$ cat src/rtl/core/fhcp_pkg.sv
// shared types, character codes and result codes for the framed hex command parser
package fhcp_pkg;

  // slots of the frame view seen by the decoder
  localparam int NUM_SLOTS = 8;
  // width of the stored character count
  localparam int CNT_W = 4;

  // framing characters
  localparam logic [7:0] CH_OPEN  = 8'h28;
  localparam logic [7:0] CH_CLOSE = 8'h29;
  // filler for slots beyond the frame size, never a hex digit
  localparam logic [7:0] CH_NONE  = 8'h00;

  // hex digit ranges
  localparam logic [7:0] CH_DIG_LO = 8'h30;
  localparam logic [7:0] CH_DIG_HI = 8'h39;
  localparam logic [7:0] CH_HEX_LO = 8'h41;
  localparam logic [7:0] CH_HEX_HI = 8'h46;
  localparam logic [7:0] HEX_ALPHA_OFS = 8'd55;

  // command letter pairs
  localparam logic [15:0] CMD_IS = 16'h4953;
  localparam logic [15:0] CMD_GW = 16'h4757;
  localparam logic [15:0] CMD_SG = 16'h5347;
  localparam logic [15:0] CMD_SF = 16'h5346;

  // parameter limits
  localparam logic [7:0] GAIN_MAX = 8'h07;
  localparam logic [7:0] RATE_MAX = 8'h01;

  // status codes
  localparam logic [1:0] ST_OK    = 2'd0;
  localparam logic [1:0] ST_FRAME = 2'd1;
  localparam logic [1:0] ST_CMD   = 2'd2;
  localparam logic [1:0] ST_PARAM = 2'd3;

  // command kinds
  localparam logic [1:0] KIND_IS = 2'd0;
  localparam logic [1:0] KIND_GW = 2'd1;
  localparam logic [1:0] KIND_SG = 2'd2;
  localparam logic [1:0] KIND_SF = 2'd3;

  typedef struct packed {
    logic [7:0] rx_byte;
    logic       sensor_busy;
  } in_item_t;

  typedef struct packed {
    logic [1:0]  status;
    logic [1:0]  command_kind;
    logic [7:0]  param_byte;
    logic [15:0] param_word;
    logic        word_valid;
    logic        clear_busy;
  } out_item_t;

  // collected frame as handed to the decoder
  typedef struct packed {
    logic [NUM_SLOTS-1:0][7:0] chars;
    logic                      complete;
  } frame_view_t;

  // {valid, value} of one hex character
  function automatic logic [4:0] hex_nibble(input logic [7:0] c);
    logic [7:0] d;
    begin
      d = c - HEX_ALPHA_OFS;
      if (c >= CH_DIG_LO && c <= CH_DIG_HI) begin
        return {1'b1, c[3:0]};
      end else if (c >= CH_HEX_LO && c <= CH_HEX_HI) begin
        return {1'b1, d[3:0]};
      end else begin
        return 5'b0;
      end
    end
  endfunction

endpackage

$ cat src/rtl/core/fhcp_collect.sv
// frame collector: character count, overflow mark and character store
module fhcp_collect #(
  parameter int FRAME_CHARS = 8
) (
  input  logic                 clk,
  input  logic                 rst_n,
  input  logic                 step,
  input  logic [7:0]           rx_byte,
  output fhcp_pkg::frame_view_t view
);
  import fhcp_pkg::*;

  localparam int IDX_W = $clog2(FRAME_CHARS);
  localparam logic [CNT_W-1:0] FULL = CNT_W'(FRAME_CHARS);

  logic [CNT_W-1:0] cnt_r, cnt_nxt;
  logic             ovf_r, ovf_nxt;
  logic [7:0]       store_r [FRAME_CHARS];
  logic             is_delim;
  logic             wr_en;

  assign is_delim = (rx_byte == CH_OPEN) || (rx_byte == CH_CLOSE);
  assign wr_en    = step && !is_delim && (cnt_r < FULL);

  // count and overflow mark, both cleared by either delimiter
  always_comb begin
    cnt_nxt = cnt_r;
    ovf_nxt = ovf_r;
    if (step) begin
      if (is_delim) begin
        cnt_nxt = '0;
        ovf_nxt = 1'b0;
      end else if (cnt_r < FULL) begin
        cnt_nxt = cnt_r + 1'b1;
      end else begin
        ovf_nxt = 1'b1;
      end
    end
  end

  always_ff @(posedge clk) begin
    if (!rst_n) begin
      cnt_r <= '0;
      ovf_r <= 1'b0;
    end else begin
      cnt_r <= cnt_nxt;
      ovf_r <= ovf_nxt;
    end
  end

  // character store, no reset
  always_ff @(posedge clk) begin
    if (wr_en) begin
      store_r[cnt_r[IDX_W-1:0]] <= rx_byte;
    end
  end

  // slots beyond the frame size read as a non-hex filler
  for (genvar i = 0; i < NUM_SLOTS; i++) begin : g_view
    if (i < FRAME_CHARS) begin : g_slot
      assign view.chars[i] = store_r[i];
    end else begin : g_none
      assign view.chars[i] = CH_NONE;
    end
  end

  assign view.complete = (cnt_r == FULL) && !ovf_r;

  a_cnt_bound: assert property (@(posedge clk) disable iff (!rst_n) cnt_r <= FULL)
    else $error("character count beyond frame size");
  a_ovf_full: assert property (@(posedge clk) disable iff (!rst_n) ovf_r |-> cnt_r == FULL)
    else $error("overflow mark set with frame not full");
  a_close_clears: assert property (@(posedge clk) disable iff (!rst_n)
    (step && is_delim) |=> (cnt_r == '0 && !ovf_r))
    else $error("delimiter did not clear the frame");

endmodule

$ cat src/rtl/core/fhcp_decode.sv
// frame decoder: framing check, command match, hex parameters and range checks
module fhcp_decode (
  input  fhcp_pkg::frame_view_t view,
  input  logic                  sensor_busy,
  output fhcp_pkg::out_item_t   result
);
  import fhcp_pkg::*;

  logic [4:0]  n0, n1, n2, n3;
  logic        byte_ok, word_ok;
  logic [7:0]  pbyte;
  logic [15:0] pword;
  logic [15:0] pair;

  // parameter characters sit in slots two to five
  assign n0 = hex_nibble(view.chars[2]);
  assign n1 = hex_nibble(view.chars[3]);
  assign n2 = hex_nibble(view.chars[4]);
  assign n3 = hex_nibble(view.chars[5]);

  assign byte_ok = n0[4] && n1[4];
  assign word_ok = byte_ok && n2[4] && n3[4];
  assign pbyte   = byte_ok ? {n0[3:0], n1[3:0]} : 8'h00;
  assign pword   = word_ok ? {n0[3:0], n1[3:0], n2[3:0], n3[3:0]} : 16'h0000;
  assign pair    = {view.chars[0], view.chars[1]};

  // result selection
  always_comb begin
    result = '0;
    if (!view.complete) begin
      result.status = ST_FRAME;
    end else begin
      result.param_byte = pbyte;
      result.param_word = pword;
      result.word_valid = word_ok;
      if (pair == CMD_IS) begin
        result.command_kind = KIND_IS;
        result.clear_busy   = 1'b1;
      end else if (pair == CMD_GW && !sensor_busy) begin
        result.command_kind = KIND_GW;
        if (!byte_ok) result.status = ST_PARAM;
      end else if (pair == CMD_SG && !sensor_busy) begin
        result.command_kind = KIND_SG;
        if (!byte_ok || pbyte > GAIN_MAX) result.status = ST_PARAM;
      end else if (pair == CMD_SF && !sensor_busy) begin
        result.command_kind = KIND_SF;
        if (!byte_ok || pbyte > RATE_MAX) result.status = ST_PARAM;
      end else begin
        result.status = ST_CMD;
      end
    end
  end

endmodule

$ cat src/rtl/core/framed_hex_command_parser.sv
// top level of the framed hex command parser: input register, collector, decoder, result register
//
//   channel  direction  handshake            beat payload
//   in_      input      in_valid / in_stall  in_data  (rx_byte, sensor_busy)
//   out_     output     out_valid/out_stall  out_data (status, kind, params, flags)
//
// one byte per cycle sustained while no closing byte is stalled; each byte is held in the input register and
// the result of a closing byte is loaded into the result register as that byte moves on.
// reset clears valid flags, count and overflow mark; the character store is not reset.
// a waiting result stalls the input only when the next byte is another ')'.
module framed_hex_command_parser #(
  parameter int FRAME_CHARS = 8
) (
  input  logic                clk,
  input  logic                rst_n,
  input  logic                in_valid,
  output logic                in_stall,
  input  fhcp_pkg::in_item_t  in_data,
  output logic                out_valid,
  input  logic                out_stall,
  output fhcp_pkg::out_item_t out_data
);
  import fhcp_pkg::*;

  logic        in_valid_r, in_valid_nxt;
  in_item_t    in_item_r;
  logic        out_valid_r, out_valid_nxt;
  out_item_t   out_item_r;
  logic        in_take;
  logic        is_close;
  logic        out_free;
  logic        fire;
  logic        load_out;
  frame_view_t view;
  out_item_t   result;

  assign is_close = in_item_r.rx_byte == CH_CLOSE;
  assign out_free = !out_valid_r || !out_stall;
  // the registered byte moves on unless it is a close and the result slot is held
  assign fire     = in_valid_r && (!is_close || out_free);
  assign load_out = fire && is_close;
  assign in_stall = in_valid_r && !fire;
  assign in_take  = in_valid && !in_stall;

  // input register
  always_comb begin
    in_valid_nxt = in_valid_r;
    if (in_take) begin
      in_valid_nxt = 1'b1;
    end else if (fire) begin
      in_valid_nxt = 1'b0;
    end
  end

  always_ff @(posedge clk) begin
    if (!rst_n) begin
      in_valid_r <= 1'b0;
    end else begin
      in_valid_r <= in_valid_nxt;
    end
  end

  always_ff @(posedge clk) begin
    if (in_take) begin
      in_item_r <= in_data;
    end
  end

  fhcp_collect #(
    .FRAME_CHARS(FRAME_CHARS)
  ) u_collect (
    .clk     (clk),
    .rst_n   (rst_n),
    .step    (fire),
    .rx_byte (in_item_r.rx_byte),
    .view    (view)
  );

  fhcp_decode u_decode (
    .view        (view),
    .sensor_busy (in_item_r.sensor_busy),
    .result      (result)
  );

  // result register
  always_comb begin
    out_valid_nxt = out_valid_r;
    if (load_out) begin
      out_valid_nxt = 1'b1;
    end else if (!out_stall) begin
      out_valid_nxt = 1'b0;
    end
  end

  always_ff @(posedge clk) begin
    if (!rst_n) begin
      out_valid_r <= 1'b0;
    end else begin
      out_valid_r <= out_valid_nxt;
    end
  end

  always_ff @(posedge clk) begin
    if (load_out) begin
      out_item_r <= result;
    end
  end

  assign out_valid = out_valid_r;
  assign out_data  = out_item_r;

  a_close_result: assert property (@(posedge clk) disable iff (!rst_n) load_out |=> out_valid)
    else $error("closing byte gave no result beat");
  a_stall_held: assert property (@(posedge clk) disable iff (!rst_n)
    in_stall |-> (in_valid_r && is_close && out_valid_r && out_stall))
    else $error("input stalled without a held result");
  a_clear_is: assert property (@(posedge clk) disable iff (!rst_n)
    (out_valid && out_data.clear_busy) |->
      (out_data.status == ST_OK && out_data.command_kind == KIND_IS))
    else $error("clear_busy on a result other than an accepted init");
  a_frame_zero: assert property (@(posedge clk) disable iff (!rst_n)
    (out_valid && out_data.status == ST_FRAME) |->
      (out_data.param_word == 16'h0000 && !out_data.word_valid && !out_data.clear_busy))
    else $error("framing error result carries data");

endmodule

$ cat config.mk
export PLATFORM = sky130hd
export DESIGN_NAME = framed_hex_command_parser
export DESIGN_NICKNAME = d
export VERILOG_FILES = /design/src/rtl/core/fhcp_pkg.sv /design/src/rtl/core/fhcp_collect.sv /design/src/rtl/core/fhcp_decode.sv /design/src/rtl/core/framed_hex_command_parser.sv
export SDC_FILE = /design/constraint.sdc
export NUM_CORES = 1
export LEC_CHECK = 0
export BUFFER_PORTS_ARGS = -buffer_cell sky130_fd_sc_hd__buf_4
export CORE_MARGIN = 8
export CORE_UTILIZATION = 53
export CTS_CLUSTER_SIZE = 25
export DETAILED_ROUTE_END_ITERATION = 10
export GPL_ROUTABILITY_DRIVEN = 0
export PLACE_DENSITY = 0.74
export SYNTH_ARGS = -nofsm -noshare
export SYNTH_HDL_FRONTEND = slang
export SYNTH_HIERARCHICAL = 1
export SYNTH_SLANG_ARGS = --single-unit
$ cat constraint.sdc
create_clock -name clk -period 3.4 [get_ports clk]
set_clock_uncertainty 0.05 [all_clocks]
set_input_delay 0.68 -clock clk [delete_from_list [all_inputs] [get_ports clk]]
set_output_delay 0.68 -clock clk [all_outputs]
set_load 0.02 [all_outputs]
# --- After elaboration in Yosys (flattened, before gate mapping) ---
# Memories as Yosys holds them, arrays and structs flattened.
# Cells that the tools add are included.
classes:
  add_sub_neg: 5
  n_mul: 0
  div_mod_pow: 0
  order_cmp: 19
  n_eq_ne: 9
  shift: 0
  n_mux: 28
  n_bitwise: 1
  reduce_logical: 42
ops:
  columns: ["op", "count"]
  rows:
  - ["16-bit by 15-bit == test with 1-bit output (second input constant)", 4]
  - ["5-bit two-way mux", 8]
  - ["8-bit by 6-bit >= comparator with 1-bit output (second input constant)", 4]
  - ["8-bit by 7-bit >= comparator with 1-bit output (second input constant)", 4]
  - ["8-bit by 6-bit less-or-equal comparator with 1-bit output (second input constant)", 4]
  - ["8-bit by 7-bit less-or-equal comparator with 1-bit output (second input constant)", 4]
  - ["1-bit logical AND", 21]
  - ["8-bit by 6-bit == test with 1-bit output (second input constant)", 2]
  - ["4-bit two-way mux", 4]
  - ["4-bit by 3-bit subtractor with 4-bit output (second input constant)", 4]
  - ["1-bit two-way mux", 10]
  - ["2-bit two-way mux", 5]
  - ["1-bit logical NOT", 9]
  - ["8-bit by 1-bit > comparator with 1-bit output (second input constant)", 1]
  - ["8-bit by 3-bit > comparator with 1-bit output (second input constant)", 1]
  - ["8-bit two-way mux", 1]
  - ["2-bit AND reduction", 3]
  - ["1-bit logical OR", 5]
  - ["4-bit by 1-bit adder with 4-bit output (second input constant)", 1]
  - ["4-bit == test (second input constant)", 1]
  - ["4-bit < comparator (second input constant)", 1]
  - ["2-bit by 1-bit != test with 1-bit output (second input constant)", 2]
  - ["2-bit nonzero test", 2]
  - ["3-bit OR reduction", 1]
  - ["other kinds (2)", 2]
totals:
  ff_bits: 46
  latch_bits: 0
  mem_bits_rw: 64
  rom_bits: 0
  in_bits: 13
  output_inout_bits: 32
  wordCells: 119
  mem_count: 1
mem_list:
  columns: ["memory", "words", "width", "rd", "rd_clocked_by_memory_dff", "write_ports", "line_no", "source"]
  rows:
  - ["u_collect.store_r", 8, 8, 6, 0, 1, "fhcp_collect.sv:18", "logic [7:0] store_r [FRAME_CHARS];"]

# --- Depth between registers and ports, before layout ---
# Gate-level depths: netlist (run 1).
# An unclocked memory read counts as a cell.
depth:
  word_depth: 14
  ltp_mapped: 9
  depth_no_buf: 8

# --- Modules after synthesis ---
# The synthesis (run 1) kept the hierarchy.
by_module_without_submodules:
  columns: ["module", "instances", "cells_each", "area_each_um2", "seq_area_each_um2"]
  rows:
  - ["fhcp_collect", 1, 106, 2273.4, 2021.9]
  - ["framed_hex_command_parser", 1, 56, 1335.0, 1211.2]
  - ["fhcp_decode", 1, 149, 1102.3, 0.0]

# --- Worst setup path before layout (run 1) ---
# OpenSTA, ideal clock, no wires.
synth_path:
  path_kind: "flip-flop to flip-flop"
  start: "reg in_item_r[5] (netlist bit)"
  end: "reg out_item_r, in the netlist out_data[0] (enable)"
  setup_ns: 0.435
  t_arrival_ns: 2.880
  t_required_ns: 2.915
  path_slack_ns: 0.035
  path_stages_with_launch: 4
  n_path_buf: 1
  period_less_slack_ns: 3.365
  path_cell_list: "edfxtp_1 -> or4b_1 -> buf_2 -> nor4b_2"
synth_via:
  elab_chain_len: 5
synth_rtl:
  columns: ["element", "line_no", "source"]
  rows:
  - ["from (decl)", "framed_hex_command_parser.sv:26", "in_item_t in_item_r;"]
  - ["from (signal assigned)", "framed_hex_command_parser.sv:65", "in_item_r <= in_data;"]
  - ["8-bit by 6-bit == test with 1-bit output (*)", "framed_hex_command_parser.sv:37", "assign is_close = in_item_r.rx_byte == CH_CLOSE;"]
  - ["1-bit logical NOT", "framed_hex_command_parser.sv:40", "assign fire = in_valid_r && (!is_close || out_free);"]
  - ["1-bit logical OR", "framed_hex_command_parser.sv:40", null]
  - ["1-bit logical AND", "framed_hex_command_parser.sv:40", null]
  - ["1-bit logical AND (*)", "framed_hex_command_parser.sv:41", "assign load_out = fire && is_close;"]
  - ["net load_out", "framed_hex_command_parser.sv:33", "logic load_out;"]
  - ["to (signal assigned)", "framed_hex_command_parser.sv:105", "out_item_r <= result;"]
  - ["to (decl)", "framed_hex_command_parser.sv:28", "out_item_t out_item_r;"]
# The timed path passes the listed nets; every way through them passes the cells marked *.
# A chain may end at the register's enable or synchronous reset.

# --- Worst setup path in the final report (run 1) ---
layout_path:
  start: "reg in_item_r[6] (netlist bit)"
  end: "mem u_collect.store_r[1][7] (enable)"
layout_via:
  elab_chain_len: 8
  elab_cells_between_ends: 11
  cone_classes: "2 x eq/ne; 2 x mux; 7 x reduce/logical"
layout_rtl:
  columns: ["element", "line_no", "source"]
  rows:
  - ["8-bit by 6-bit == test with 1-bit output", "framed_hex_command_parser.sv:37", null]
  - ["1-bit logical NOT", "framed_hex_command_parser.sv:40", null]
  - ["1-bit logical OR", "framed_hex_command_parser.sv:40", null]
  - ["1-bit logical AND", "framed_hex_command_parser.sv:40", null]
  - ["net fire", "framed_hex_command_parser.sv:32", "logic fire;"]
  - ["1-bit logical AND (2 in series)", "fhcp_collect.sv:23", "assign wr_en = step && !is_delim && (cnt_r < FULL);"]
  - ["1-bit two-way mux", "fhcp_collect.sv:53", "if (wr_en) begin"]
  - ["1-bit two-way mux (not written as such)", "fhcp_collect.sv:54", "store_r[cnt_r[IDX_W-1:0]] <= rx_byte;"]
  - ["to (decl)", "fhcp_collect.sv:18", null]
# The timed path passes the listed nets, and every way through them passes these cells.

==> metrics.cfg, run 1 <==
[timing]
finalHoldViolCount=0
fin_crit_sh=0.8398
final-setup-viol-count=0
slew_violations=0
tightest_slew_ps=1014
rsz0062_at_grt=false
tns_ps=0
max_freq_mhz=350.2
max_slew_margin=0.3186
setup_ws_ps=544.6
post-route-min-period_ps=2855

[worst_setup_path]
setup.worst_path.class=register to register
cp-end-kind=register
critPathMaxStageDelay_ps=790
crit_family=simple AND/OR/NAND/NOR gates
reg2regPathDepth=5
arrival_ps=2790
crit_path_max_fanout=8
worst-path-buf-inv=0
worstPathRequired_ps=3330
path_cells=or4b_1 > o31a_1 > and2b_1 > o211ai_2 > nor3_1
critPathSlowestCell=nor3_1
cp-start-kind=register
worst-path-stages=5

[global_routing]
grt_pass1_wl_mm=11.99
gr-usage-all-layers=0.1381
grt_pass1_vias=2501
grt_max_degree=31
overflow=0
antenna_found_initial=0

[clock_tree]
clock-root-buffer=clkbuf_8
htreeDepth=3
clock_latency_ps=360
cts.clk_slew.worst_paths_ps=80
cts_buffer_depth=2
clock-sinks=94
cts_buffers=9
cts_resized=0
hold_buffers=0
tritoncts=done
cts_setup_buffers=0

[placed_design]
dp_slack_ps=545.2
port_buffers=44
dp_hpwl_mm=5.468

[route]
vias=2484
dr.pass1.iters=4
drt_wl_total_mm=7.566
drtAntennaViolNets=0
drc_errors=0
wl_per_cell_um=16.63
via_per_inst=5.459
drt_iter0_markers=119

[final_layout]
area_growth_pct=17.11
nets=377
nFillCells=578
layout-drive-gt1-share=0.2663
antenna_cells=0

[synth]
ys.warnings.count=6
syn_avg_cell_area_sq_um=14.45
synth_area_sq_mm=0.004219
syn-instance-count=292
synth_fp_nets=321

[worst_hold_path]
hold_class=input pin to register
whs_path_depth=1

[pwr]
cellLeakagePower_nw=1.808
power_density_mw_per_mm2=451.4
irDropWorstVdd_uv=361.7

[floorplan]
fp.coreArea_sq_mm=0.007727
die_area_sq_mm=0.01107
die_x_um=105.2
die_h_um=105.2
rows=32
start_util=0.5460
boundaryPins=45

[run]
max-cap-violations=0

[outcome]
outcome=finished, final reports clean

## sequential cells by signal (all words and copies together), names as in the netlist
name,flops
in_item_r,9
in_valid_r,1
out_data,30
out_valid,1
u_collect/cnt_r,4
u_collect/ovf_r,1
u_collect/store_r,48
## cell type report
cell class	count	area, sq um	area share
clock inverter	7	121.4	0.02456
timing repair buffer	48	360.3	0.07293
tap	102	127.6	0.02583
multi-input combinational	179	1395	0.2824
inverter	16	60.06	0.01215
clock buffer	9	123.9	0.02507
sequential	94	2753	0.5571
## routing by layer
metal  wire length (um)  vias to the layer above  GRT usage
met5                  0                        -          0
met1               3226                     1188     0.1535
met4                119                        0    0.08155
met2               3733                       83     0.2298
met3                488                        8    0.04263
li1                   -                     1205          -
## cells in the final DEF, fill, tap and decap left out, drive strengths merged, types with 2 or more instances in the layout
cell,instances
or4b,3
o21ai,4
o2111ai,2
inv,17
o31ai,2
and2b,3
o211ai,3
nand4bb,4
a2111oi,2
o31a,2
a41oi,2
nand2,14
mux2i,3
or3b,2
clkbuf,9
dfxtp,7
nand2b,5
buf,48
bufinv,3
nand4,2
or3,2
nor4b,2
edfxtp,87
o21bai,5
ha,16
a32oi,2
a2bb2oi,2
nor4bb,2
nor3,10
nor4,2
clkinvlp,3
nor2,47
nand3,6
xnor2,7
a21oi,7
a31oi,3
## through the flow
| step | hold slack [ps] | utilization | instance area [sq um] | instances | power (mW) |
|---|---|---|---|---|---|
| floorplan | 387.1 | - | 4219 | 292 | 1.350 |
| global placement | 424.2 | 0.6077 | 4696 | 439 | 1.380 |
| detailed placement | 433.3 | 0.6077 | 4696 | 439 | 1.384 |
| CTS | 427.7 | 0.6394 | 4941 | 455 | 2.247 |
| global route | 428.0 | 0.6394 | 4941 | 455 | 2.292 |
| finish | 445.5 | 0.6394 | 4941 | 455 | 2.230 |
## report_power, final
part | internal (mW) | switching [mW]
sequential | 1.28 | 0.0261
combinational | 0.0232 | 0.0278
clock | 0.490 | 0.382
## final timing paths
kind	endpoint	slack (ps)	from
setup / recovery	u_collect/store_r[1][7]	540	in_item_r[6]
hold / removal	in_item_r[6]	450	in_data[6]
setup reg to reg	u_collect/store_r[1][7]	540	in_item_r[6]
hold reg to reg	u_collect/ovf_r	470	u_collect/ovf_r
Note: power is estimated with default switching activity, not from simulation.
==> inputs of run 2 (changes only) <==
CORE_UTILIZATION = 59   (was 53)
PLACE_DENSITY = 0.78   (was 0.74)
clock period = 3 ns   (was 3.4 ns; I/O delays follow)
==> run 2 against run 1 <==
Combinational power rose by 66%; largest cell class unchanged; flip-flop and latch count is the same; clock-buffer cell count is 1 higher; sequential share of layout area decreased by 0.72 points; setup slack worse by 210 ps; register-to-register slack lost 110 ps; highest routed layer unchanged; routed wire length fell by 0.85%; non-clock buffer count increased by 8; cell count increased by 1.1%.
==> metrics.cfg, run 2 (synthesized netlist as in run 1, its figures left out) <==
[outcome]
outcome=finished, final reports clean

[worst_setup_path]
setup.worst_path.class=register to primary output
critPathMaxStageDelay_ps=580
crit_path_max_fanout=8
cp-start-kind=register
crit_path_frequent_cell=buf_4
critPathSlowestCell=or4b_1
reg2regPathDepth=5
arrival_ps=2020
cp-end-kind=primary output
path_cells=or4b_1 > buf_4 > nor3_1 > buf_4
worstPathRequired_ps=2350

[floorplan]
boundaryPins=45
fp.coreArea_sq_mm=0.007098
die_x_um=100.6
die_h_um=100.6
rows=31
start_util=0.5944
die_area_sq_mm=0.01011

[clock_tree]
clock_latency_ps=360
cts_setup_buffers=0
cts_buffer_depth=2
cts_resized=0
tritoncts=done
cts.clk_slew.worst_paths_ps=90
cts_buffers=9
clock-root-buffer=clkbuf_8
clock-sinks=94
htreeDepth=3
hold_buffers=0

[timing]
finalHoldViolCount=0
tns_ps=0
max_slew_margin=0.2847
tightest_slew_ps=1065
max_freq_mhz=374.7
fin_crit_sh=0.8897
final-setup-viol-count=0
rsz0062_at_grt=false
hold_ws_ps=366.6
slew_violations=0
post-route-min-period_ps=2669

[global_routing]
grt_pass1_vias=2432
grt_pass1_wl_mm=11.96
antenna_found_initial=0
overflow=0
grt_max_degree=31
gr-usage-all-layers=0.1572

[pwr]
irDropWorstVdd_uv=401.8
power_density_mw_per_mm2=513.4
cellLeakagePower_nw=1.862

[final_layout]
layout-drive-gt1-share=0.2825
stdcell_area_sq_mm=0.005006
antenna_cells=0
final_cell_mix=87 x edfxtp_1, 56 x buf_4, 37 x nor2_1, 16 x ha_1, 15 x inv_1
largest_reg_flops=48
final_common_cell=edfxtp_1
area_growth_pct=18.65
nets=385

[route]
drc_errors=0
drtAntennaViolNets=0
drt_wl_total_mm=7.502
drt_iter0_markers=130
via_per_inst=5.430
dr.pass1.iters=4
vias=2498
wl_per_cell_um=16.31

[worst_hold_path]
hold_class=input pin to register
whs_path_depth=1

[run]
max-cap-violations=0

[placed_design]
placed_area_sq_mm=0.004752
port_buffers=44
dp_hpwl_mm=5.361

## run 2: cell types whose count changed in the layout (fill, tap and decap cells not counted), sizes merged
| cell | change |
|---|---|
| inv | +1 |
| clkinvlp | -3 |
| clkinv | +1 |
| buf | +8 |
| clkbuf | +1 |
## run 2: cell type report
cell class	count	area (sq um)
inverter	16	60.06
sequential	94	2753
timing repair buffer	56	420.4
tap	99	123.9
multi-input combinational	179	1395
clock buffer	10	137.6
fill	486	2092
clock inverter	6	116.4
## run 2: path summary, 6_finish.rpt
| kind | startpoint | to | slack, ps |
|---|---|---|---|
| setup / recovery | in_item_r[8] | in_stall | 330 |
| hold reg to reg | out_valid | out_valid | 470 |
| setup reg to reg | in_item_r[8] | u_collect/store_r[0][0] | 430 |
| hold / removal | in_data[6] | in_item_r[6] | 370 |
## run 2: metal layers
metal,GRT usage,wire [um]
met1,0.1833,3241
met2,0.2579,3610
met4,0.06628,134
met5,0,0
met3,0.05456,515
## run 2: critical path, delay by kind of cell, from the launching register on
family,cells,cell delay (ps)
simple gates,2,760
flops,1,540
buf+inv,2,360
## run 2: per-stage QoR
step	setup slack (ps)	util	power [mW]	std cells
6_report	331.0	0.7053	2.570	460
3_3_place_gp	361.9	0.6695	1.577	444
4_1_cts	288.6	0.7053	2.590	460
2_1_floorplan	350.7	-	1.530	292
3_5_place_dp	263.9	0.6695	1.580	444
5_1_grt	207.6	0.7053	2.652	460
## run 2: where the power goes
group	total [mW]	switching [mW]	internal [mW]
clock network	1.02	0.436	0.584
registers	1.47	0.0146	1.45
logic	0.0848	0.0502	0.0346
